[config.mk]
export PLATFORM = sky130hd
export DESIGN_NAME = dsd_cmdq
export DESIGN_NICKNAME = d
export VERILOG_FILES = /design/src/design/dsd_pkg.sv /design/src/design/dsd_cmdq.sv
export VERILOG_INCLUDE_DIRS = /design/src /design/src/design
export SDC_FILE = /design/constraint.sdc
export NUM_CORES = 1
export LEC_CHECK = 0
export ABC_AREA = 1
export BUFFER_PORTS_ARGS = -buffer_cell sky130_fd_sc_hd__buf_2
export CORE_ASPECT_RATIO = 1.5
export CORE_MARGIN = 8
export CORE_UTILIZATION = 51
export CTS_CLUSTER_DIAMETER = 200
export CTS_CLUSTER_SIZE = 14
export DETAILED_ROUTE_END_ITERATION = 16
export PLACE_DENSITY_LB_ADDON = 0.05
export SLEW_MARGIN = 30
export SYNTH_ARGS = -nofsm -noshare
export SYNTH_HDL_FRONTEND = slang
export SYNTH_SLANG_ARGS = --single-unit
[constraint.sdc]
create_clock -name clk -period 1.8 [get_ports clk]
set_input_delay 0.36 -clock clk [delete_from_list [all_inputs] [get_ports clk]]
set_output_delay 0.36 -clock clk [all_outputs]
set_load 0.05 [all_outputs]
[src/design/dsd_block_deinterleaver_unit_macros.svh]
// ----------------------------------------------------------------------------
// DSD block deinterleaver assertion macros
// Shared concurrent assertion forms; each expects clk and rst_n in scope.
// ----------------------------------------------------------------------------
`ifndef DSD_BLOCK_DEINTERLEAVER_UNIT_MACROS_SVH
`define DSD_BLOCK_DEINTERLEAVER_UNIT_MACROS_SVH

// Check cons in the same cycle as ante.
`define DSD_ASSERT_SAME(label, ante, cons, msg) \
  label: assert property (@(posedge clk) disable iff (!rst_n) (ante) |-> (cons)) \
    else $error(msg);

// Check cons in the cycle after ante.
`define DSD_ASSERT_NEXT(label, ante, cons, msg) \
  label: assert property (@(posedge clk) disable iff (!rst_n) (ante) |=> (cons)) \
    else $error(msg);

`endif

[src/design/dsd_pkg.sv]
`timescale 1ns / 1ps
// ----------------------------------------------------------------------------
// dsd_pkg
// Types, codes and helpers shared by the DSD block deinterleaver modules.
// ----------------------------------------------------------------------------
package dsd_pkg;

  localparam int unsigned MAX_CHANNELS = 6;
  localparam int unsigned Q_DEPTH      = 4;
  localparam int unsigned RA_W         = 16;
  localparam logic [12:0] OFFSET_MAX   = 13'd8191;
  localparam logic [14:0] FILL_MAX     = 15'd32767;

  localparam logic MODE_LOAD = 1'b0;
  localparam logic MODE_READ = 1'b1;

  localparam logic [1:0] CFG_CHANNEL_COUNT = 2'd0;
  localparam logic [1:0] CFG_BLOCK_BYTES   = 2'd1;
  localparam logic [1:0] CFG_LSB_FIRST     = 2'd2;

  typedef struct packed {
    logic       mode;
    logic [7:0] data_byte;
    logic       block_start;
  } in_item_t;

  typedef struct packed {
    logic       sample_valid;
    logic [7:0] chan0_byte;
    logic [7:0] chan1_byte;
    logic [7:0] chan2_byte;
    logic [7:0] chan3_byte;
    logic [7:0] chan4_byte;
    logic [7:0] chan5_byte;
  } out_item_t;

  typedef enum logic [1:0] {
    CMD_LOAD,
    CMD_READ,
    CMD_EMPTY
  } cmd_kind_t;

  typedef struct packed {
    cmd_kind_t   kind;
    logic [14:0] pos;
    logic [7:0]  data;
    logic [2:0]  ch;
    logic [12:0] bb;
    logic        lsb;
  } cmd_t;

  typedef struct packed {
    logic full;
    logic empty;
  } q_stat_t;

  typedef struct packed {
    logic clearing;
  } back_stat_t;

  typedef enum logic [1:0] {
    BK_CLEAR,
    BK_IDLE,
    BK_READ,
    BK_LAST
  } back_state_t;

  function automatic logic [7:0] bit_rev8(input logic [7:0] b);
    logic [7:0] r;
    for (int k = 0; k < 8; k++) begin
      r[7 - k] = b[k];
    end
    return r;
  endfunction

endpackage

[src/design/dsd_cmdq.sv]
`timescale 1ns / 1ps
`include "dsd_block_deinterleaver_unit_macros.svh"
// ----------------------------------------------------------------------------
// dsd_cmdq
// Short command queue between the classifier and the store sequencer.
// ----------------------------------------------------------------------------
module dsd_cmdq
  import dsd_pkg::*;
(
  input  logic    clk,
  input  logic    rst_n,
  input  logic    push,
  input  cmd_t    push_cmd,
  input  logic    pop,
  output cmd_t    head,
  output q_stat_t stat
);

  localparam int unsigned PW = $clog2(Q_DEPTH);
  localparam int unsigned CW = $clog2(Q_DEPTH + 1);

  cmd_t          slot_r [Q_DEPTH];
  logic [PW-1:0] wr_ptr_r, rd_ptr_r;
  logic [CW-1:0] count_r;

  assign head       = slot_r[rd_ptr_r];
  assign stat.full  = count_r == CW'(Q_DEPTH);
  assign stat.empty = count_r == '0;

  always_ff @(posedge clk) begin
    if (push) begin
      slot_r[wr_ptr_r] <= push_cmd;
    end
  end

  always_ff @(posedge clk) begin
    if (!rst_n) begin
      wr_ptr_r <= '0;
      rd_ptr_r <= '0;
      count_r  <= '0;
    end else begin
      if (push) begin
        wr_ptr_r <= (32'(wr_ptr_r) == Q_DEPTH - 1) ? '0 : wr_ptr_r + PW'(1);
      end
      if (pop) begin
        rd_ptr_r <= (32'(rd_ptr_r) == Q_DEPTH - 1) ? '0 : rd_ptr_r + PW'(1);
      end
      case ({push, pop})
        2'b10:   count_r <= count_r + CW'(1);
        2'b01:   count_r <= count_r - CW'(1);
        default: ;
      endcase
    end
  end

  `DSD_ASSERT_SAME(a_no_overflow, stat.full && !pop, !push, "command queue overflow")
  `DSD_ASSERT_SAME(a_no_underflow, stat.empty, !pop, "command queue underflow")

endmodule

Word level (Yosys, flattened, before mapping)
Memory sizes are Yosys's and may differ from the RTL's. A register that Yosys moved wholly into a read port is not among the register bits.
Index checks and enable logic that the tools add are counted.
- register bits after elaboration: 7
- RAM bits: 168
- bits of input ports: 46
- output and inout bits: 44
- word-level logic and storage cells: 22
- memories: 1
- memories (memory ; words ; width ; read ports ; clocked after Yosys merged registers in ; write ports ; RTL line ; text):
    slot_r ; 4 ; 42 ; 1 ; 1 ; 1 ; dsd_cmdq.sv:22 ; cmd_t slot_r [Q_DEPTH];
- $add $sub $neg: 4
- eq/ne operators: 5
- multiplexer cells: 7
- reductions and logical operators: 2
- operators by type and width (cell ; count):
    $mux W2 ; 4
    $eq A2 B2 Y1 const B ; 3
    $pmux W3 S2 ; 1
    $add A2 B1 Y2 const B ; 2
    $add A3 B1 Y3 const B ; 1
    $eq A3 B3 Y1 const B ; 1
    $logic_not A3 Y1 ; 1
    $sub A3 B1 Y3 const B ; 1
    $eq A2 B1 Y1 const B ; 1
    $mux W1 ; 2
    $reduce_bool A2 Y1 ; 1

Depth between registers and ports, before layout
Gate-level depths: netlist of run 1.
- word-level depth: 4
- depth in mapped cells: 10

Least setup slack after synthesis of run 1
No wires, ideal clock.
- path type: register to output
- from: register (tool-made name)
- to: output head[0] in the netlist's numbering
- arrival: 1592 ps
- data required time: 1440 ps
- path slack: -152 ps
- cell stages (with the launch flop): 7
- buffers on the path: 3
- cells stage by stage: dfxtp_1 > buf_6 > inv_2 > buf_6 > buf_6 > o21ai_1 > o22ai_1
- RTL lines (item ; RTL line ; text):
    to (decl) ; dsd_cmdq.sv:15 ; output cmd_t head,

==> flow_summary.toml, run 1 <==
[cts]
cts_tree = "done"
cts.htree.levels = 4
holdBufCountCts = 0
cts-root-buf = "clkbuf_16"
clk_pin_slew_ns = 0.07
cts_buffers = 17
clock_path_buffers = 2
cts_sinks = 177
clk_latency_ns = 0.41

[drt]
wl_um = 14690
drc_errors = 0
via_per_inst = 5.587
vias = 4162
firstDrtPassIters = 4
drt_iter0_markers = 162
wl_per_cell_um = 19.71
ant_nets = 0

[yosys]
ys_warn_count = 0
synth_top_cell_area_share_pct = 75.56
synth-seq-cells = 177
avgSynthCellArea_um2 = 14.33
synth-main-ff-cell = "edfxtp_1"
yosysTopAreaCell = "edfxtp_1"
synth_edf_count = 168
synthArstFlopShare_pct = 0
synth.distinct_cells = 18
synthTopCellsByArea = "edfxtp_1 (76%), nor2_1 (5.0%), o21ai_0 (4.9%)"
ys_seq_area_share_pct = 78.26
synthCells = 466
synth_nets = 519
netlist_area_um2 = 6676

[min_path]
hp-class = "input port to flop"

[critical_path]
cpMostUsedCell = "buf_6"
cp.required_ns = 1.44
slowest_delay_ns = 0.43
path_class = "flop to output port"
cp-start-kind = "flop"
critPathMaxFanout = 18
cp-end-kind = "output port"
crit_path_top_delay_cell = "dfxtp_4"
cp.arrival_ns = 1.57
crit_chain = "buf_6 > o21ai_0 > o22ai_2 > buf_6"

[finish]
nNetsFinal = 626
areaGrowthSynthToFinish_pct = 30.79
final_cells = 745
mostFrequentLayoutCells = "edfxtp_1 (168), nor2_1 (83), o21ai_1 (55)"
final_core_utilization_pct = 67.74
final_common_cell = "edfxtp_1"
fillers = 927
drive_gt1_share_pct = 35.15
antenna_cells = 0

[job]
maxCapViolations = 0

[die]
die_y_um = 156.1
initial_core_util_pct = 51.80
core_area_um2 = 12890
rows = 51
die_w_um = 109.4
dieArea_um2 = 17080
num_io_pins = 90

[timing]
setup-tns-final_ns = -3.208
final.setup.worst_slack_ns = -0.1251
clock_skew_ns = 0.005198
rsz0062_at_grt = "true"
maxSlewViolCount = 0
fin_crit_sh_pct = 107.0
min_period_ns = 1.925
finalHoldViolations = 0
relSlewSlack_pct = 73.14
finalSetupViolCount = 42
worst_pin_slew_ns = 0.4029
fmax_mhz = 519.4

[power_and_ir_drop]
ir_worst_vdd_uv = 955.1
p_total_mw = 10.10
power_density_nw_per_um2 = 1157
p_leak_nw = 3.167

[place]
port_buffers = 89
dpl.cell_count = 709
pre_cts_ws_ns = 0.1419
gp_routability_congestion = 0.7287
post-dp-hpwl_um = 8838

[global_routing]
antenna_found_initial = 1
first_global_vias = 4399
grt_max_degree = 33
grt_use_total_pct = 18.20
grt_pass1_wl_um = 23140
grt.overflow.total = 0

[outcome]
status = "complete, but fails checks"
violations = "setup timing"
## what timing repair did
| item | 4_1_cts | 5_1_grt |
|---|---|---|
| pin swaps | 4 | 2 |
| buffers inserted | 1 | 0 |
| resized for setup | 144 | 11 |
| gates cloned | 3 | 1 |
| endpoints found under the hold margin | 0 | 0 |
| setup endpoints to repair | 42 | 42 |
## cells in the mapped netlist (all sizes together), types with 4 or more instances
cell / count
edfxtp: 168
nor2: 89
o21ai: 88
o22ai: 42
inv: 18
buf: 14
clkbuf: 12
dfxtp: 9
nand2: 8
ha: 6
a21oi: 5
nor3: 4
## flip-flops by register name, indices dropped and copies added (netlist names), named ones only
signal,flops
rd_ptr_r,2
count_r,3
slot_r,168
wr_ptr_r,2
## critical path: cells and delay by family, from the launching register on
kind / cells / cell delay [ns]
AO/OA/AOI/OAI: 2 / 0.33
buffers and inverters: 2 / 0.39
flip-flops: 1 / 0.43
## logic make-up (layout without fill, tap and decap cells)
| family | Yosys count | count (layout) | share of synthesized area (%) |
|---|---|---|---|
| flip-flops | 177 | 177 | 78.26 |
| AND/OR/NAND/NOR | 103 | 103 | 5.922 |
| adder cells (fa/ha/maj) | 7 | 7 | 1.424 |
| AO/OA/AOI/OAI | 135 | 135 | 10.91 |
| buffers and inverters | 44 | 164 | 3.486 |
## where the power goes
group	internal, mW	total [mW]	leakage, nW	switching [mW]
clock	1.96	3.57	0.282	1.61
combinational	0.628	1.78	1.27	1.15
sequential	4.69	4.75	1.62	0.0591
total	7.28	10.1	3.17	2.82
## path summary, 6_finish.rpt
kind / from / to / slack [ns] / cells past startpoint
max reg2reg: wr_ptr_r[0] / slot_r[3][31] / 0.30 / 4
min reg2reg: rd_ptr_r[1] / flop / 0.53 / 2
max: flop / head[23] / -0.13 / 4
min: push_cmd[34] / slot_r[1][34] / 0.15 / 1
## cell type report
type / count / area (um^2) / area share [%]
multi-input cells: 245 / 1515 / 17.35
clock buffers: 17 / 425.4 / 4.872
clock inverters: 15 / 151.4 / 1.734
flip-flops and latches: 177 / 5233 / 59.92
well taps: 159 / 198.9 / 2.278
inverters: 18 / 91.34 / 1.046
repair buffers: 114 / 1117 / 12.80
## through the flow
| step | cell area, um^2 | hold slack [ns] |
|---|---|---|
| 2_1_floorplan | 6950 | 0.4589 |
| 3_3_place_gp | 7701 | 0.5175 |
| 3_5_place_dp | 7701 | 0.5319 |
| 4_1_cts | 8710 | 0.1374 |
| 5_1_grt | 8732 | 0.1417 |
| 6_report | 8732 | 0.1533 |
## metal layers
metal / wire length, um / global-route usage (%) / share of wire [%] / up-vias
met4: 212 / 7.106 / 1.4 / 2
met2: 7984 / 31.90 / 54 / 97
met1: 5772 / 20.46 / 39 / 2088
li1: - / - / - / 1961
met5: 11 / 0 / 0.075 / -
met3: 703 / 4.549 / 4.8 / 14
Power figures use the tool's default switching activity.
==> inputs of run 2 (changes only) <==
- CORE_UTILIZATION: 51 -> 57
- clock period: 1.8 -> 2 ns (I/O delays scaled with it)
==> run 2 against run 1 <==
The run still ends with setup timing left. Cell area fell by 0.89%. Clock skew rose by 0.0017 ns. Final cell count fell by 0.40%. Die area is 9.3% lower.
==> flow_summary.toml, run 2 (same netlist as run 1, synthesis figures left out) <==
[global_routing]
first_global_vias = 4246
grt.overflow.total = 0
antenna_found_initial = 1
grt_pass1_wl_um = 22540
grt_max_degree = 31
grt_use_total_pct = 19.26

[drt]
vias = 4257
ant_nets = 0
wl_per_cell_um = 20.83
drc_errors = 0
wl_um = 15460
firstDrtPassIters = 4
drt_iter0_markers = 246
via_per_inst = 5.737

[die]
dieArea_um2 = 15500
die_w_um = 104.4
core_area_um2 = 11470
die_y_um = 148.6
initial_core_util_pct = 58.20
num_io_pins = 90
rows = 48

[critical_path]
crit_chain = "buf_6 > buf_16 > o21ai_0 > o22ai_2 > buf_4"
crit_end = "head[25]"
cp.required_ns = 1.60
cp_num_buf_inv = 3
cp.arrival_ns = 1.66
crit_path_top_delay_cell = "dfxtp_4"
worstReg2RegEnd = "slot_r[3][19]"
path_class = "flop to output port"
slowest_delay_ns = 0.38
critPathMaxFanout = 7
rrSetupSlack_ns = 0.56
crit_cells = 5
reg2reg_depth = 4
reg2reg_from = "wr_ptr_r[0]"
cp-start-kind = "flop"
cp-end-kind = "output port"
cp_top_family = "buffers and inverters"

[place]
post-dp-hpwl_um = 7873
dpl.cell_count = 696
placed_area_um2 = 7348
pre_cts_ws_ns = 0.2994
port_buffers = 89
gp_routability_congestion = 0.7015

[timing]
relSlewSlack_pct = 73.40
worst_pin_slew_ns = 0.3989
rsz0062_at_grt = "true"
fin_crit_sh_pct = 102.9
min_period_ns = 2.057
finalSetupViolCount = 25
clock_skew_ns = 0.006903
final.setup.worst_slack_ns = -0.05718
maxSlewViolCount = 0
finalHoldViolations = 0
fmax_mhz = 486.1

[finish]
final_cells = 742
fin_area_um2 = 8655
final_common_cell = "edfxtp_1"
reg_top3 = "slot_r x168, count_r x3"
largest-register = "slot_r"
largest_reg_flops = 168
nNetsFinal = 632
fillers = 702
drive_gt1_share_pct = 35.53
mostFrequentLayoutCells = "edfxtp_1 (168), nor2_1 (69), o21ai_0 (49)"
areaGrowthSynthToFinish_pct = 29.63

[cts]
clk_pin_slew_ns = 0.06
cts-root-buf = "clkbuf_16"
clock_path_buffers = 2
cts_tree = "done"
cts_sinks = 177
cts.htree.levels = 4
clk_latency_ns = 0.41
cts_buffers = 17

[power_and_ir_drop]
ir_worst_vdd_uv = 720.6
p_leak_nw = 3.151
power_density_nw_per_um2 = 1023

[job]
maxCapViolations = 0

[outcome]
violations = "setup timing"
status = "complete, but fails checks"

[min_path]
hp-class = "input port to flop"
run 2: cell types whose count changed in the layout (fill, tap and decap cells not counted), moves of 6 or more:
cell,before,now
buf_16,2,8
buf_4,6,32
buf_6,45,22
nor2_1,83,69
nor2_2,6,16
o21ai_0,28,49
o21ai_1,55,28
o21ai_2,5,11
o22ai_1,0,22
o22ai_2,42,20
run 2: timing repair:
| item | CTS | global route |
|---|---|---|
| hold endpoints to repair | 0 | 0 |
| resized for setup | 105 | 45 |
| gates cloned | 8 | 2 |
| buffers inserted | 4 | 0 |
| setup endpoints to repair | 42 | 42 |
| hold buffers | 0 | 0 |
| pin swaps | 25 | 24 |
run 2: cell type report:
class	count	area (um^2)	area share, %
sequential	177	5230	60.43
clock buffer	18	429.2	4.959
clock inverter	13	103.9	1.200
timing repair buffer	120	1174	13.56
antenna	1	2.502	0.02891
tap	150	187.7	2.169
inverter	18	72.57	0.8385
multi-input combinational	245	1455	16.81
run 2: worst min-delay path by stage:
stage | cells after the start | end | from
finish | 1 | slot_r[3][33] | push_cmd[33]
global route | 1 | slot_r[0][15] | push_cmd[15]
CTS | 1 | slot_r[1][41] | push_cmd[41]
detailed placement | 2 | wr_ptr_r[1] | wr_ptr_r[1]
global placement | 2 | wr_ptr_r[1] | wr_ptr_r[1]
floorplan | 2 | wr_ptr_r[1] | wr_ptr_r[1]
run 2: layer usage:
| metal | part of all wire (%) | track usage [%] | vias to the layer above | wire (um) |
|---|---|---|---|---|
| met5 | 0 | 0 | - | 0 |
| met4 | 1.1 | 8.800 | 0 | 174 |
| met3 | 5.3 | 4.634 | 14 | 824 |
| met2 | 54 | 34.39 | 146 | 8412 |
| met1 | 39 | 21.14 | 2126 | 6044 |
| li1 | - | - | 1971 | - |
run 2: per-stage QoR:
step	utilization [%]	power (mW)	TNS, ns	hold WS (ns)
2_1_floorplan	-	5.211	0	0.4897
3_3_place_gp	64.06	5.563	0	0.5052
3_5_place_dp	64.06	5.589	0	0.5438
4_1_cts	73.59	8.802	-1.230	0.1777
5_1_grt	75.45	9.108	-2.730	0.1783
6_report	75.45	8.853	-0.7826	0.1941
run 2: report_power, final:
part / leakage, nW / switching (mW) / internal, mW
logic: 1.27 / 1.05 / 0.550
registers: 1.62 / 0.0564 / 4.23
clock network: 0.264 / 1.37 / 1.61
==> inputs of run 3 (changes only) <==
- BUFFER_PORTS_ARGS: -buffer_cell sky130_fd_sc_hd__buf_2 -> -buffer_cell sky130_fd_sc_hd__clkbuf_2
- TNS_END_PERCENT: unset -> 1
==> run 3 against run 2 <==
The run still ends with setup timing left. Clock-buffer cell count down 1. Setup slack better by 0.028 ns. First-iteration DRC count is 3.3% higher. Largest power group unchanged.
==> flow_summary.toml, run 3 (same netlist as run 1, synthesis figures left out) <==
[outcome]
status = "complete, but fails checks"
violations = "setup timing"

[critical_path]
cp-start-kind = "flop"
worstReg2RegEnd = "slot_r[3][9]"
reg2reg_from = "wr_ptr_r[0]"
cp.required_ns = 1.60
rrSetupSlack_ns = 0.57
reg2reg_depth = 4
critPathMaxFanout = 40
path_class = "flop to output port"
cp.arrival_ns = 1.63
cp-end-kind = "output port"

[timing]
finalSetupViolCount = 6
worst_pin_slew_ns = 0.3464
min_period_ns = 2.029
final.setup.worst_slack_ns = -0.02925
finalHoldViolations = 0
rsz0062_at_grt = "true"
fmax_mhz = 492.8
timing.hold.ws_ns = 0.2006
maxSlewViolCount = 0
clock_skew_ns = 0.006134
relSlewSlack_pct = 76.91
fin_crit_sh_pct = 101.5
setup-tns-final_ns = -0.09135

[cts]
clk_latency_ns = 0.41
cts_buffers = 17
clk_pin_slew_ns = 0.06
cts-root-buf = "clkbuf_16"
cts_sinks = 177
holdBufCountCts = 0
cts_tree = "done"
cts_setup_buffers = 0
clock_path_buffers = 2
cts.htree.levels = 4

[power_and_ir_drop]
ir_worst_vdd_uv = 1193
power_density_nw_per_um2 = 1042
p_leak_nw = 3.031

[drt]
firstDrtPassIters = 4
vias = 4139
via_per_inst = 5.693
wl_um = 13910
ant_nets = 0
drc_errors = 0
wl_per_cell_um = 19.13
drt_iter0_markers = 254

[finish]
mostFrequentLayoutCells = "edfxtp_1 (168), nor2_1 (89), o21ai_0 (52)"
fillers = 776
largest-register = "slot_r"
areaGrowthSynthToFinish_pct = 25.30
final_common_cell = "edfxtp_1"
reg_top3 = "slot_r x168, count_r x3"
nNetsFinal = 617
antenna_cells = 0
multiInputGateArea_um2 = 1287
layout.area.seq_um2 = 5230
largest_reg_flops = 168
drive_gt1_share_pct = 27.04

[place]
post-dp-hpwl_um = 8262
gp_routability_congestion = 0.7364
port_buffers = 89

[die]
die_y_um = 148.6
rows = 48
die_w_um = 104.4
core_area_um2 = 11470
dieArea_um2 = 15500
num_io_pins = 90
initial_core_util_pct = 58.20

[global_routing]
first_global_vias = 4279
grt.overflow.total = 0
grt_max_degree = 45
antenna_found_initial = 0
grt_pass1_wl_um = 21530
grt_use_total_pct = 18.10

[min_path]
hp-start = "push_cmd[26]"
hold_end = "slot_r[2][26]"
holdPathStages = 1
hp-class = "input port to flop"

[job]
maxCapViolations = 0
==> run 3: area by class of cell <==
type	instances	share of cell area [%]
sequential	177	62.52
timing repair buffer	105	12.55
tap	150	2.243
clock buffer	17	5.085
multi-input combinational	245	15.39
inverter	18	0.8675
clock inverter	15	1.346
==> run 3: worst max path at each step <==
stage / end / slack, ns
after floorplan: head[0] / 0.008
after global routing: head[26] / -0.1
after detailed placement: head[22] / 0.28
after global placement: head[22] / 0.33
final: head[5] / -0.03
after CTS: head[36] / -0.06
==> run 3: worst max-delay path, stage by stage, from the launching register on <==
cell and delay (ns):
dfxtp_4 0.38, inv_6 0.11, buf_16 0.21, nor2_1 0.07, o22ai_1 0.22, clkbuf_8 0.23
==> run 3: metal layers <==
layer | global-route usage [%] | share of wire (%)
met4 | 7.345 | 1.6
met1 | 19.89 | 40
met2 | 32.25 | 53
met3 | 4.981 | 4.9
met5 | 0 | 0
==> run 3: through the flow <==
| stage | power, mW | cells | worst slack, ns | cell area, um^2 | util [%] |
|---|---|---|---|---|---|
| 2_1_floorplan | 5.211 | 466 | 0.007603 | 6676 | - |
| 3_3_place_gp | 5.560 | 693 | 0.3256 | 7338 | 63.97 |
| 3_5_place_dp | 5.589 | 693 | 0.2759 | 7338 | 63.97 |
| 4_1_cts | 8.750 | 727 | -0.06488 | 8330 | 72.62 |
| 5_1_grt | 8.996 | 727 | -0.09763 | 8366 | 72.93 |
| 6_report | 8.719 | 727 | -0.02925 | 8366 | 72.93 |
==> run 3: repair_timing <==
item / 4_1_cts / 5_1_grt
endpoints found under the setup margin: 42 / 42
gates resized for setup: 106 / 27
pin swaps: 8 / 3
gates cloned: 2 / 0
==> run 3: power by group <==
group	leakage, nW	internal (mW)	switching (mW)
clock	0.250	1.60	1.34
sequential	1.62	4.23	0.0520
combinational	1.16	0.518	0.980
total	3.03	6.34	2.38
