## src/design/dsd_block_deinterleaver_unit_macros.svh

```systemverilog
// ----------------------------------------------------------------------------
// DSD block deinterleaver assertion macros
// Shared concurrent assertion forms; each expects clk and rst_n in scope.
// ----------------------------------------------------------------------------
`ifndef DSD_BLOCK_DEINTERLEAVER_UNIT_MACROS_SVH
`define DSD_BLOCK_DEINTERLEAVER_UNIT_MACROS_SVH

// Check cons in the same cycle as ante.
`define DSD_ASSERT_SAME(label, ante, cons, msg) \
  label: assert property (@(posedge clk) disable iff (!rst_n) (ante) |-> (cons)) \
    else $error(msg);

// Check cons in the cycle after ante.
`define DSD_ASSERT_NEXT(label, ante, cons, msg) \
  label: assert property (@(posedge clk) disable iff (!rst_n) (ante) |=> (cons)) \
    else $error(msg);

`endif

```

## src/design/dsd_pkg.sv

```systemverilog
`timescale 1ns / 1ps
// ----------------------------------------------------------------------------
// dsd_pkg
// Types, codes and helpers shared by the DSD block deinterleaver modules.
// ----------------------------------------------------------------------------
package dsd_pkg;

  localparam int unsigned MAX_CHANNELS = 6;
  localparam int unsigned Q_DEPTH      = 4;
  localparam int unsigned RA_W         = 16;
  localparam logic [12:0] OFFSET_MAX   = 13'd8191;
  localparam logic [14:0] FILL_MAX     = 15'd32767;

  localparam logic MODE_LOAD = 1'b0;
  localparam logic MODE_READ = 1'b1;

  localparam logic [1:0] CFG_CHANNEL_COUNT = 2'd0;
  localparam logic [1:0] CFG_BLOCK_BYTES   = 2'd1;
  localparam logic [1:0] CFG_LSB_FIRST     = 2'd2;

  typedef struct packed {
    logic       mode;
    logic [7:0] data_byte;
    logic       block_start;
  } in_item_t;

  typedef struct packed {
    logic       sample_valid;
    logic [7:0] chan0_byte;
    logic [7:0] chan1_byte;
    logic [7:0] chan2_byte;
    logic [7:0] chan3_byte;
    logic [7:0] chan4_byte;
    logic [7:0] chan5_byte;
  } out_item_t;

  typedef enum logic [1:0] {
    CMD_LOAD,
    CMD_READ,
    CMD_EMPTY
  } cmd_kind_t;

  typedef struct packed {
    cmd_kind_t   kind;
    logic [14:0] pos;
    logic [7:0]  data;
    logic [2:0]  ch;
    logic [12:0] bb;
    logic        lsb;
  } cmd_t;

  typedef struct packed {
    logic full;
    logic empty;
  } q_stat_t;

  typedef struct packed {
    logic clearing;
  } back_stat_t;

  typedef enum logic [1:0] {
    BK_CLEAR,
    BK_IDLE,
    BK_READ,
    BK_LAST
  } back_state_t;

  function automatic logic [7:0] bit_rev8(input logic [7:0] b);
    logic [7:0] r;
    for (int k = 0; k < 8; k++) begin
      r[7 - k] = b[k];
    end
    return r;
  endfunction

endpackage

```

## src/design/dsd_front.sv

```systemverilog
`timescale 1ns / 1ps
// ----------------------------------------------------------------------------
// dsd_front
// Configuration registers, fill count and read offset; classifies each
// accepted item into a store write, a group read or an exhausted read.
// ----------------------------------------------------------------------------
module dsd_front
  import dsd_pkg::*;
#(
  parameter int unsigned MAX_BLOCK_BYTES = 4096
) (
  input  logic        clk,
  input  logic        rst_n,
  input  logic        accept,
  input  in_item_t    in_data,
  input  logic        cfg_we,
  input  logic [1:0]  cfg_index,
  input  logic [12:0] cfg_wdata,
  output logic        push,
  output cmd_t        cmd
);

  localparam int unsigned STORE_DEPTH = MAX_CHANNELS * MAX_BLOCK_BYTES;

  logic [2:0]  ch_cfg_r;
  logic [12:0] bb_cfg_r;
  logic        lsb_r;
  logic [14:0] fill_r, fill_nxt;
  logic [12:0] off_r, off_nxt;

  logic [2:0]  ch_eff;
  logic [12:0] bb_eff;
  logic [15:0] cap;
  logic [15:0] used;
  logic [14:0] fill_b;
  logic [12:0] off_b;
  logic        can_store;
  logic        exhausted;

  always_ff @(posedge clk) begin
    if (!rst_n) begin
      ch_cfg_r <= 3'd2;
      bb_cfg_r <= 13'd4096;
      lsb_r    <= 1'b1;
    end else if (cfg_we) begin
      case (cfg_index)
        CFG_CHANNEL_COUNT: ch_cfg_r <= cfg_wdata[2:0];
        CFG_BLOCK_BYTES:   bb_cfg_r <= cfg_wdata;
        CFG_LSB_FIRST:     lsb_r    <= cfg_wdata[0];
        default: ;
      endcase
    end
  end

  // Clamp configuration into the supported range.
  always_comb begin
    ch_eff = ch_cfg_r;
    if (ch_cfg_r == 3'd0) begin
      ch_eff = 3'd1;
    end else if (32'(ch_cfg_r) > MAX_CHANNELS) begin
      ch_eff = 3'(MAX_CHANNELS);
    end
    bb_eff = bb_cfg_r;
    if (bb_cfg_r == 13'd0) begin
      bb_eff = 13'd1;
    end else if (32'(bb_cfg_r) > MAX_BLOCK_BYTES) begin
      bb_eff = 13'(MAX_BLOCK_BYTES);
    end
  end

  assign cap  = 16'(16'(ch_eff) * 16'(bb_eff));
  assign used = 16'(16'(off_r) * 16'(ch_eff));

  assign fill_b    = in_data.block_start ? 15'd0 : fill_r;
  assign off_b     = in_data.block_start ? 13'd0 : off_r;
  assign can_store = ({1'b0, fill_b} < cap) && (32'(fill_b) < STORE_DEPTH) &&
                     (fill_b != FILL_MAX);
  assign exhausted = used >= {1'b0, fill_r};

  always_comb begin
    fill_nxt = fill_r;
    off_nxt  = off_r;
    push     = 1'b0;
    cmd.kind = CMD_LOAD;
    cmd.pos  = fill_b;
    cmd.data = in_data.data_byte;
    cmd.ch   = ch_eff;
    cmd.bb   = bb_eff;
    cmd.lsb  = lsb_r;
    if (accept) begin
      if (in_data.mode == MODE_LOAD) begin
        off_nxt  = off_b;
        fill_nxt = can_store ? fill_b + 15'd1 : fill_b;
        push     = can_store;
      end else begin
        push     = 1'b1;
        cmd.pos  = {2'b00, off_r};
        cmd.kind = exhausted ? CMD_EMPTY : CMD_READ;
        if (!exhausted && off_r != OFFSET_MAX) begin
          off_nxt = off_r + 13'd1;
        end
      end
    end
  end

  always_ff @(posedge clk) begin
    if (!rst_n) begin
      fill_r <= '0;
      off_r  <= '0;
    end else begin
      fill_r <= fill_nxt;
      off_r  <= off_nxt;
    end
  end

endmodule

```

## config.mk

```make
export PLATFORM = sky130hd
export DESIGN_NAME = dsd_front
export DESIGN_NICKNAME = d
export VERILOG_FILES = /design/src/design/dsd_block_deinterleaver_unit_macros.svh /design/src/design/dsd_pkg.sv /design/src/design/dsd_front.sv
export SDC_FILE = /design/constraint.sdc
export NUM_CORES = 1
export LEC_CHECK = 0
export ABC_CLOCK_PERIOD_IN_PS = 10200
export BUFFER_PORTS_ARGS = -buffer_cell sky130_fd_sc_hd__buf_2
export CORE_MARGIN = 2
export CORE_UTILIZATION = 60
export CTS_CLUSTER_SIZE = 28
export DETAILED_ROUTE_END_ITERATION = 8
export GPL_ROUTABILITY_DRIVEN = 0
export PLACE_DENSITY = 0.92
export SLEW_MARGIN = 20
export SYNTH_ARGS = -nofsm -noshare
export SYNTH_HDL_FRONTEND = slang
export SYNTH_SLANG_ARGS = --single-unit
```

## constraint.sdc

```tcl
create_clock -name clk -period 10.2 [get_ports clk]
set_clock_uncertainty 0.1 [all_clocks]
set_input_delay 1.02 -clock clk [delete_from_list [all_inputs] [get_ports clk]]
set_output_delay 1.02 -clock clk [all_outputs]
set_load 0.05 [all_outputs]
```

# Word level (Yosys, flattened, before mapping)

Index checks and enable logic that the tools add are counted.

Eq/ne operators: 5
$mul: 2
Magnitude comparators: 5
Reductions and logical operators: 13
Add/subtract/negate cells: 2
Bitwise logic cells: 1
Mux-type cells: 14

Operators with widths:

| cell                  | count |
|---|---|
| $mux 13               | 5 |
| $mux 17               | 2 |
| $mux 15               | 2 |
| $ge 16x15->1          | 1 |
| $lt 15x16->1          | 1 |
| $mul 13x3->16         | 1 |
| $mul 3x13->16         | 1 |
| $add 15x1->15 const B | 1 |
| $lt 15x15->1 const B  | 1 |
| $ne 15x15->1 const B  | 1 |
| $add 13x1->13 const B | 1 |
| $gt 13x13->1 const B  | 1 |
| $logic_not 13->1      | 1 |
| $ne 13x13->1 const B  | 1 |
| $reduce_and 2->1      | 4 |
| $mux 3                | 2 |
| $gt 3x3->1 const B    | 1 |
| $logic_and 1x1->1     | 3 |
| $logic_not 3->1       | 1 |
| $reduce_and 3->1      | 1 |
| $eq 2x1->1 const B    | 1 |
| $eq 2x2->1 const B    | 1 |
| $logic_not 2->1       | 1 |
| $mux 1                | 2 |
| 5 further kinds       | 5 |

Bits in registers: 45
Input port bits: 29
Logic and storage cells: 47
Output and inout bits: 43

# Longest topological paths before layout

Gate-level depths: netlist (run 1).

Depth after elaboration: 9
Mapped depth: 25
Mapped depth without buffers: 23

# Worst setup path before layout (run 1)

OpenSTA, ideal clock, no wires.

Path type: register -> output
From: register bb_cfg_r[4]
To: output push
Path buffers: 1
Arrival time: 5,822 ps
Required time: 9,080 ps
Setup slack: 3,258 ps
Stages on the path, launching flop included: 24
Cells stage by stage: dfxtp_1 nor4_1 a31oi_1 nor2_1 nand2_1 fa_1 inv_1 ha_1 fa_1 a21o_1 a21oi_1 nand2b_1 a21oi_1 o31a_1 o41ai_1 xor2_1 ha_1 or4_1 a211oi_1 o32a_1 a21oi_4 buf_4 nor2_1 o21a_1

RTL lines:

| element                | line            | source |
|---|---|---|
| start, declared        | dsd_front.sv:26 | `logic [12:0] bb_cfg_r;` |
| start signal, assigned | dsd_front.sv:48 | `CFG_BLOCK_BYTES: bb_cfg_r <= cfg_wdata;` |
| end, declared          | dsd_front.sv:19 | `output logic push,` |

# Worst setup path after layout (run 1)

From: register ch_cfg_r[1]
To: output push

Word-level cells in the longest chain between the ends: 9
Elaborated cells between the ends (all ways): 10

Ends and longest elaborated chain:

| element                            | line            | source |
|---|---|---|
| start, declared                    | dsd_front.sv:25 | `logic [2:0] ch_cfg_r;` |
| start signal, assigned             | dsd_front.sv:47 | `CFG_CHANNEL_COUNT: ch_cfg_r <= cfg_wdata[2:0];` |
| $gt 3x3->1                         | dsd_front.sv:60 | `end else if (32'(ch_cfg_r) > MAX_CHANNELS) begin` |
| $mux 3                             | dsd_front.sv:60 |  |
| $mux 3 (*)                         | dsd_front.sv:58 | `if (ch_cfg_r == 3'd0) begin` |
| $mul 3x13->16 (*)                  | dsd_front.sv:71 | `assign cap = 16'(16'(ch_eff) * 16'(bb_eff));` |
| $lt 15x16->1 (*)                   | dsd_front.sv:76 | `assign can_store = ({1'b0, fill_b} < cap) && (32'(fill_b) < STORE_DEPTH) &&` |
| $logic_and 1x1->1 (*) (2 in a row) | dsd_front.sv:76 |  |
| $mux 1 (*)                         | dsd_front.sv:91 | `if (in_data.mode == MODE_LOAD) begin` |
| $mux 1 (*)                         | dsd_front.sv:90 | `if (accept) begin` |

Mark *: on every way between the ends. The rest lies on a longest branch, timed or not.

==> implementation parameters, run 1 <==
Parameter                              Value

Outcome
  Result of the run    finished, final reports clean

Drt
  Total DRC errors in the routed layout    0
  Via density per instance    approximately 6.3
  Initial DRC count    approximately 630
  Via count    around 5300
  Routed Antenna Nets    0
  WL per Instance    around 17 um
  Length of the first detailed-routing pass in iterations    5
  Total detailed-routing wirelength    roughly 14000 um

Yosys
  Share of synthesized flip-flops with an asynchronous set or reset    0%
  Distinct cell type count of the synthesized netlist    between 60 and 70
  Number of enable-type register cells in the synthesized netlist    0
  Post-Synthesis Cell Area    ~5400 um2
  Prevailing post-synth register cell    sky130_fd_sc_hd__dfxtp_1
  Synthesized area per cell    7.44 um2
  Cell accounting for the most synthesized area    sky130_fd_sc_hd__dfxtp_1
  Syn Nets    841
  Top area cells in the synthesized netlist    sky130_fd_sc_hd__dfxtp_1 (17%), sky130_fd_sc_hd__ha_1 (14%), sky130_fd_sc_hd__nand2_1 (9.9%), sky130_fd_sc_hd__fa_1 (8.9%), sky130_fd_sc_hd__a21oi_1 (5.1%)
  Number of warnings printed during yosys synthesis    0
  Sequential-to-total area share from yosys stat    roughly 17%
  Count of mapped cells out of synthesis    727
  Share of the synthesized area in the top cell type    between 10% and 20%
  Flip-flop and latch count after synthesis    45

Floorplan
  Placement Rows    34
  Number of ports placed on the die boundary    slightly above 70
  Initial cell density of the core    ~62%
  Width of the die    ~100 um
  Vertical die dimension    around 100 um
  Total core area    8720 um2
  Overall die area    between 9000 and 10000 um2

STA
  Max-Slew Margin vs Limit    about a third
  Final worst hold slack    approximately 0.37 ns
  Tightest Pin Transition    between 1 and 1.5 ns
  Hold Violations, Final    0
  Setup repair after global routing missed its margin    no
  Number of setup violations in the final report    0
  Final period utilization    between 70% and 80%
  Post-route minimum period    8.10 ns
  Total negative slack for setup checks    0 ns
  Highest achievable clock rate    ~0.12 GHz
  Worst Setup Slack, final    around 2.1 ns
  Final number of max-transition violations    0

Hold path
  Startpoint of the tightest hold check path    bb_cfg_r[7]
  Class of the worst hold path    reg2reg
  Number of instances on the worst hold path    2
  Min-Delay Endpoint    bb_cfg_r[7]

Worst setup path
  Critical Path Start Type    flip-flop
  Worst path required time    9.08 ns
  Category of the critical setup timing path    reg2out
  Kind of end point of the critical path    output port
  Data arrival time of the worst path    6.98 ns
  Reg2reg path depth    20
  R2r startpoint    ch_cfg_r[1]
  Critical path peak fanout    30
  Terminus of the critical flop-to-flop path    off_r[7]
  Worst setup slack for register-to-register paths    roughly 3.3 ns

Layout
  Layout overhead on the synthesized area    5.60%
  FF/Latch Area    901 um2
  Fraction of final layout cells sized beyond drive strength 1    11.9%
  Fin nets    860
  FILL cells    roughly 680
  Antenna Cells    0
  Total area of multi-input combinational cells    between 4000 and 5000 um2
  Post-route cell area    between 5000 and 6000 um2

Place
  Minimum setup slack after placement    around 2.6 ns
  DP HPWL    11200 um
  Number of input and output port buffers inserted    55
  Post-placement cell area    between 5000 and 6000 um2

Global routing
  Total routing resource utilization after global routing    29.5%
  Remaining global-route overflow    0
  Via count of the first global-routing pass    approximately 5300
  Initial antenna violation count    0
  Wire length of the first global-routing pass    24100 um
  Maximum number of pins on one net before global-route repair    31

Clock tree
  Clock slew at reported path FFs    0.08 ns
  TritonCTS clock tree    yes
  Number of buffers inserted to repair setup after CTS    0
  Number of levels the H-tree was split into    2
  Clk Latency, worst-skew pair    0.31 ns
  Clk buf depth    2
  Gates resized, CTS repair    0
  CTS root buffer    sky130_fd_sc_hd__clkbuf_8
  Total clock buffers created by CTS    5
  Clock sink count    45
  Hold Buf Count CTS    0

Power and ir drop
  Highest ir drop seen on vdd    roughly 0.064 mV
  Power Dens Cells    around 64 nW/um2
  Leakage power summed over all cells    about 2.6 nW

Flow run
  Max-cap violations    0
## where the power goes
part	internal [mW]	switching, mW	total [mW]
logic	0.0180	0.0409	0.0590
clock network	0.0614	0.0637	0.125
registers	0.178	0.00572	0.184
total	0.258	0.110	0.368
## per-layer routing
metal	vias up	routed length, um	global-route usage (%)
met5	-	0	0
met4	0	867	16.9
met3	82	1030	4.04
met2	287	6790	51.2
met1	2475	5500	34.8
li1	2505	-	-
## registers in the layout, summed over array words and instances (netlist names)
register	flops
ch_cfg_r	3
off_r	13
fill_r	15
lsb_r	1
bb_cfg_r	13
## cells in the mapped netlist (2+ instances only)
master / n
sky130_fd_sc_hd__dfxtp_1: 45
sky130_fd_sc_hd__o21bai_1: 3
sky130_fd_sc_hd__and4_1: 2
sky130_fd_sc_hd__a31o_2: 4
sky130_fd_sc_hd__o2111ai_1: 3
sky130_fd_sc_hd__xnor2_1: 14
sky130_fd_sc_hd__o21ai_1: 4
sky130_fd_sc_hd__nand2b_1: 12
sky130_fd_sc_hd__nor2_1: 44
sky130_fd_sc_hd__nand3_1: 23
sky130_fd_sc_hd__o21a_1: 7
sky130_fd_sc_hd__o41ai_1: 6
sky130_fd_sc_hd__mux2_2: 11
sky130_fd_sc_hd__inv_1: 70
sky130_fd_sc_hd__o21ai_0: 11
sky130_fd_sc_hd__a211oi_1: 6
sky130_fd_sc_hd__and2_1: 13
sky130_fd_sc_hd__o31a_1: 5
sky130_fd_sc_hd__nand4b_1: 2
sky130_fd_sc_hd__buf_1: 3
sky130_fd_sc_hd__mux2i_1: 11
sky130_fd_sc_hd__nand2_1: 142
sky130_fd_sc_hd__nor2b_1: 16
sky130_fd_sc_hd__or3_1: 4
sky130_fd_sc_hd__nor4_1: 8
sky130_fd_sc_hd__or2_2: 2
sky130_fd_sc_hd__o211ai_1: 2
sky130_fd_sc_hd__nand4_1: 7
sky130_fd_sc_hd__o31ai_1: 2
sky130_fd_sc_hd__nor3_1: 14
sky130_fd_sc_hd__xor2_1: 9
sky130_fd_sc_hd__buf_4: 10
sky130_fd_sc_hd__clkbuf_1: 27
sky130_fd_sc_hd__fa_1: 24
sky130_fd_sc_hd__buf_2: 2
sky130_fd_sc_hd__or4_1: 5
sky130_fd_sc_hd__a31oi_1: 3
sky130_fd_sc_hd__a21o_1: 9
sky130_fd_sc_hd__ha_1: 61
sky130_fd_sc_hd__nand3b_1: 3
sky130_fd_sc_hd__a21oi_1: 55
## final cells by class
cell class              instances  area share, %
multi-input cells             568           70.6
flip-flops and latches         45           15.8
repair buffers                 55           4.82
inverters                      71           4.67
well taps                     108           2.37
clock buffers                   7           1.69
clock inverters                 1         0.0877
## cell families after synthesis
family	after synthesis	synth area share [%]
simple gates	303	26.2
buf+inv	114	8.79
fa+ha+maj	85	23.0
mux	22	4.33
flops	45	16.7
xor+xnor	23	3.73
compound gates	135	17.3
## metrics by stage
| step | total power, mW | instances | utilization, % |
|---|---|---|---|
| 2_1_floorplan | 0.240 | 727 | - |
| 6_report | 0.368 | 855 | 65.5 |
| 3_5_place_dp | 0.245 | 847 | 64.3 |
| 4_1_cts | 0.367 | 855 | 65.5 |
| 3_3_place_gp | 0.242 | 847 | 64.3 |
| 5_1_grt | 0.380 | 855 | 65.5 |
## placed cells by master, fill, tap and decap left out, types with 16 or more instances in the layout
master / count
sky130_fd_sc_hd__nand3_1: 23
sky130_fd_sc_hd__dfxtp_1: 45
sky130_fd_sc_hd__nand2_1: 142
sky130_fd_sc_hd__fa_1: 24
sky130_fd_sc_hd__buf_2: 55
sky130_fd_sc_hd__nor2b_1: 16
sky130_fd_sc_hd__nor2_1: 44
sky130_fd_sc_hd__a21oi_1: 55
sky130_fd_sc_hd__ha_1: 61
sky130_fd_sc_hd__inv_1: 70
## worst max-delay path, cell delays in order (launching register included)
cell                       delay [ns]
sky130_fd_sc_hd__dfxtp_1         0.99
sky130_fd_sc_hd__nor2b_1         0.25
sky130_fd_sc_hd__a21o_1          0.13
sky130_fd_sc_hd__clkinv_1        0.59
sky130_fd_sc_hd__and2_1          0.39
sky130_fd_sc_hd__ha_1            0.20
sky130_fd_sc_hd__ha_1            0.21
sky130_fd_sc_hd__fa_1            0.41
sky130_fd_sc_hd__a21o_1          0.17
sky130_fd_sc_hd__a21oi_1         0.22
sky130_fd_sc_hd__nand2b_1        0.17
sky130_fd_sc_hd__a21oi_1         0.09
sky130_fd_sc_hd__o31a_1          0.27
sky130_fd_sc_hd__o41ai_1         0.35
sky130_fd_sc_hd__xor2_1          0.14
sky130_fd_sc_hd__ha_1            0.33
sky130_fd_sc_hd__nand3_1         0.08
sky130_fd_sc_hd__or4_1           0.42
sky130_fd_sc_hd__a211o_1         0.29
sky130_fd_sc_hd__a21oi_4         0.50
sky130_fd_sc_hd__nor2_1          0.10
sky130_fd_sc_hd__o21a_1          0.20
sky130_fd_sc_hd__buf_2           0.21
## worst max path at each step
stage / from / to / depth (start not counted)
after global routing: ch_cfg_r[1] / push / 23
final: ch_cfg_r[1] / push / 22
after detailed placement: ch_cfg_r[1] / push / 22
after global placement: ch_cfg_r[1] / push / 22
after floorplan: bb_cfg_r[4] / push / 23
after CTS: ch_cfg_r[1] / push / 22
(Power assumes the default switching activity.)
==> run 2: changes to the inputs <==
- ABC_CLOCK_PERIOD_IN_PS: 10200 -> 7900
- clock period: 10.2 -> 7.9 ns (I/O delays scaled with it)
==> run 2 against run 1 <==
- clock power is 46% higher
- core utilization rose by 0.37 points
- clock-buffer cell count shrank 1
- die area did not move
- hold slack better by 0.0031 ns
- sequential power is 28% higher
- highest routed layer unchanged
==> implementation parameters, run 2 (synthesis gave the netlist of run 1 again) <==
Parameter                              Value

Outcome
  Result of the run    finished, final reports clean

Floorplan
  Vertical die dimension    approximately 99 um
  Width of the die    98.9 um
  Initial cell density of the core    about three fifths
  Number of ports placed on the die boundary    roughly 70
  Overall die area    slightly below 10000 um2
  Placement Rows    34
  Total core area    ~8700 um2

Global routing
  Wire length of the first global-routing pass    about 23000 um
  Via count of the first global-routing pass    5190
  Total routing resource utilization after global routing    between 20% and 30%
  Maximum number of pins on one net before global-route repair    31
  Initial antenna violation count    0
  Remaining global-route overflow    0

Worst setup path
  Category of the critical setup timing path    reg2out
  Delay of the slowest critical-path stage    0.50 ns
  Critical Path Start Type    flip-flop
  Critical path peak fanout    24
  Kind of cell adding the most delay to the critical path    compound AO/OA/AOI/OAI gates
  Critical path buffer and inverter count    3
  Total stage count of the critical path    23
  Chain of cells forming the critical path    nand2b_1, a21o_1, clkinv_1, nand2_1, fa_1, inv_1, ha_1, fa_1, a21o_1, a21oi_1, nand2b_1, a21oi_1, o31a_1, o41ai_1, xor2_1, ha_1, nand3_1, or4_1, a211o_1, a21oi_4, nor2_1, o21a_1, buf_2
  Kind of end point of the critical path    output port
  Setup crit end    push
  Terminus of the critical flop-to-flop path    fill_r[2]
  Reg2reg path depth    22
  Worst setup slack for register-to-register paths    approximately 1.8 ns
  Critical path startpoint    ch_cfg_r[1]
  Data arrival time of the worst path    6.24 ns
  Max stage delay cell, worst path    sky130_fd_sc_hd__a21oi_4
  R2r startpoint    ch_cfg_r[1]
  Worst path required time    between 7 and 8 ns

Layout
  Registers with the highest flip-flop counts    fill_r: 15 flops, bb_cfg_r: 13 flops, off_r: 13 flops
  Non-filler instance count after layout    around 860
  Final Core Density    around 66%
  Antenna Cells    0
  Most flop-heavy register    fill_r
  Layout overhead on the synthesized area    6.20%
  Commonest cells after routing, fill and taps aside    sky130_fd_sc_hd__nand2_1 (142), sky130_fd_sc_hd__inv_1 (70), sky130_fd_sc_hd__ha_1 (61)
  Max reg flops    15
  Fin nets    roughly 860
  Fraction of final layout cells sized beyond drive strength 1    about an eighth
  Most common cell after layout, fill and taps aside    sky130_fd_sc_hd__nand2_1

Flow run
  Max-cap violations    0

STA
  Total negative slack for setup checks    0 ns
  Final period utilization    around nine tenths
  Post-route minimum period    7.13 ns
  Max-Slew Margin vs Limit    roughly two fifths
  Hold Violations, Final    0
  Worst Setup Slack, final    about 0.77 ns
  Number of setup violations in the final report    0
  Tightest Pin Transition    between 0.9 and 1 ns
  Highest achievable clock rate    between 0.1 and 0.15 GHz
  Final number of max-transition violations    0
  Setup repair after global routing missed its margin    no

Drt
  Length of the first detailed-routing pass in iterations    5
  Initial DRC count    between 400 and 500
  Total DRC errors in the routed layout    0
  Total detailed-routing wirelength    between 10000 and 15000 um
  Routed Antenna Nets    0
  Via count    5269
  Via density per instance    just over 6
  WL per Instance    16.1 um

Clock tree
  Number of levels the H-tree was split into    2
  Total clock buffers created by CTS    5
  Clock sink count    45
  TritonCTS clock tree    yes
  Gates resized, CTS repair    0
  Clk Latency, worst-skew pair    0.32 ns
  Clk buf depth    2
  CTS root buffer    sky130_fd_sc_hd__clkbuf_8
  Clock slew at reported path FFs    approximately 0.090 ns
  Number of buffers inserted to repair setup after CTS    0
  Hold Buf Count CTS    0

Place
  Minimum setup slack after placement    between 1 and 1.5 ns
  Number of placed instances, taps included    850
  Number of input and output port buffers inserted    55
  DP HPWL    ~11000 um

Hold path
  Class of the worst hold path    reg2reg

Power and ir drop
  Power, Total    0.496 mW
  Highest ir drop seen on vdd    0.110 mV
  Leakage power summed over all cells    2.63 nW
  Power Dens Cells    ~86 nW/um2
[run 2: cell count changes in the layout (fill, tap and decap cells not counted), sizes merged]
| cell | before | now |
|---|---|---|
| bufinv | 0 | 1 |
| buf | 55 | 58 |
| clkbuf | 7 | 6 |
[run 2: worst min-delay path by stage]
stage / from / cells past startpoint / endpoint
floorplan: bb_cfg_r[0] / 2 / bb_cfg_r[0]
global placement: bb_cfg_r[11] / 2 / bb_cfg_r[11]
detailed placement: bb_cfg_r[9] / 2 / bb_cfg_r[9]
CTS: bb_cfg_r[9] / 2 / bb_cfg_r[9]
global route: bb_cfg_r[7] / 2 / bb_cfg_r[7]
finish: bb_cfg_r[9] / 2 / bb_cfg_r[9]
[run 2: final cells by class]
class	count	area (um2)
repair buffers	58	298
fillers	725	2980
inverters	71	267
flip-flops and latches	45	901
clock inverters	2	38.8
clock buffers	6	72.6
multi-input cells	568	4030
well taps	108	135
[run 2: metal layers]
layer	routed length, um	track usage [%]	share of wire, %
met2	6950	51.9	50
met3	959	4.40	6.9
met1	5380	33.6	39
met4	528	12.3	3.8
met5	0	0	0
[run 2: power by group]
part           switching (mW)  internal, mW
Combinational          0.0536        0.0240
Sequential            0.00510         0.230
Clock                  0.0879        0.0952
[run 2: metrics by stage]
step / instance area (um2) / hold WS, ns
after floorplan: 5410 / 0.336
after global placement: 5630 / 0.355
after detailed placement: 5630 / 0.363
after CTS: 5740 / 0.374
after global routing: 5740 / 0.400
final: 5740 / 0.374
[run 2: tightest hold or removal path: stages (launching register included)]
cell and delay (ns):
sky130_fd_sc_hd__dfxtp_1 0.33, sky130_fd_sc_hd__nand2_1 0.05, sky130_fd_sc_hd__a21oi_1 0.05
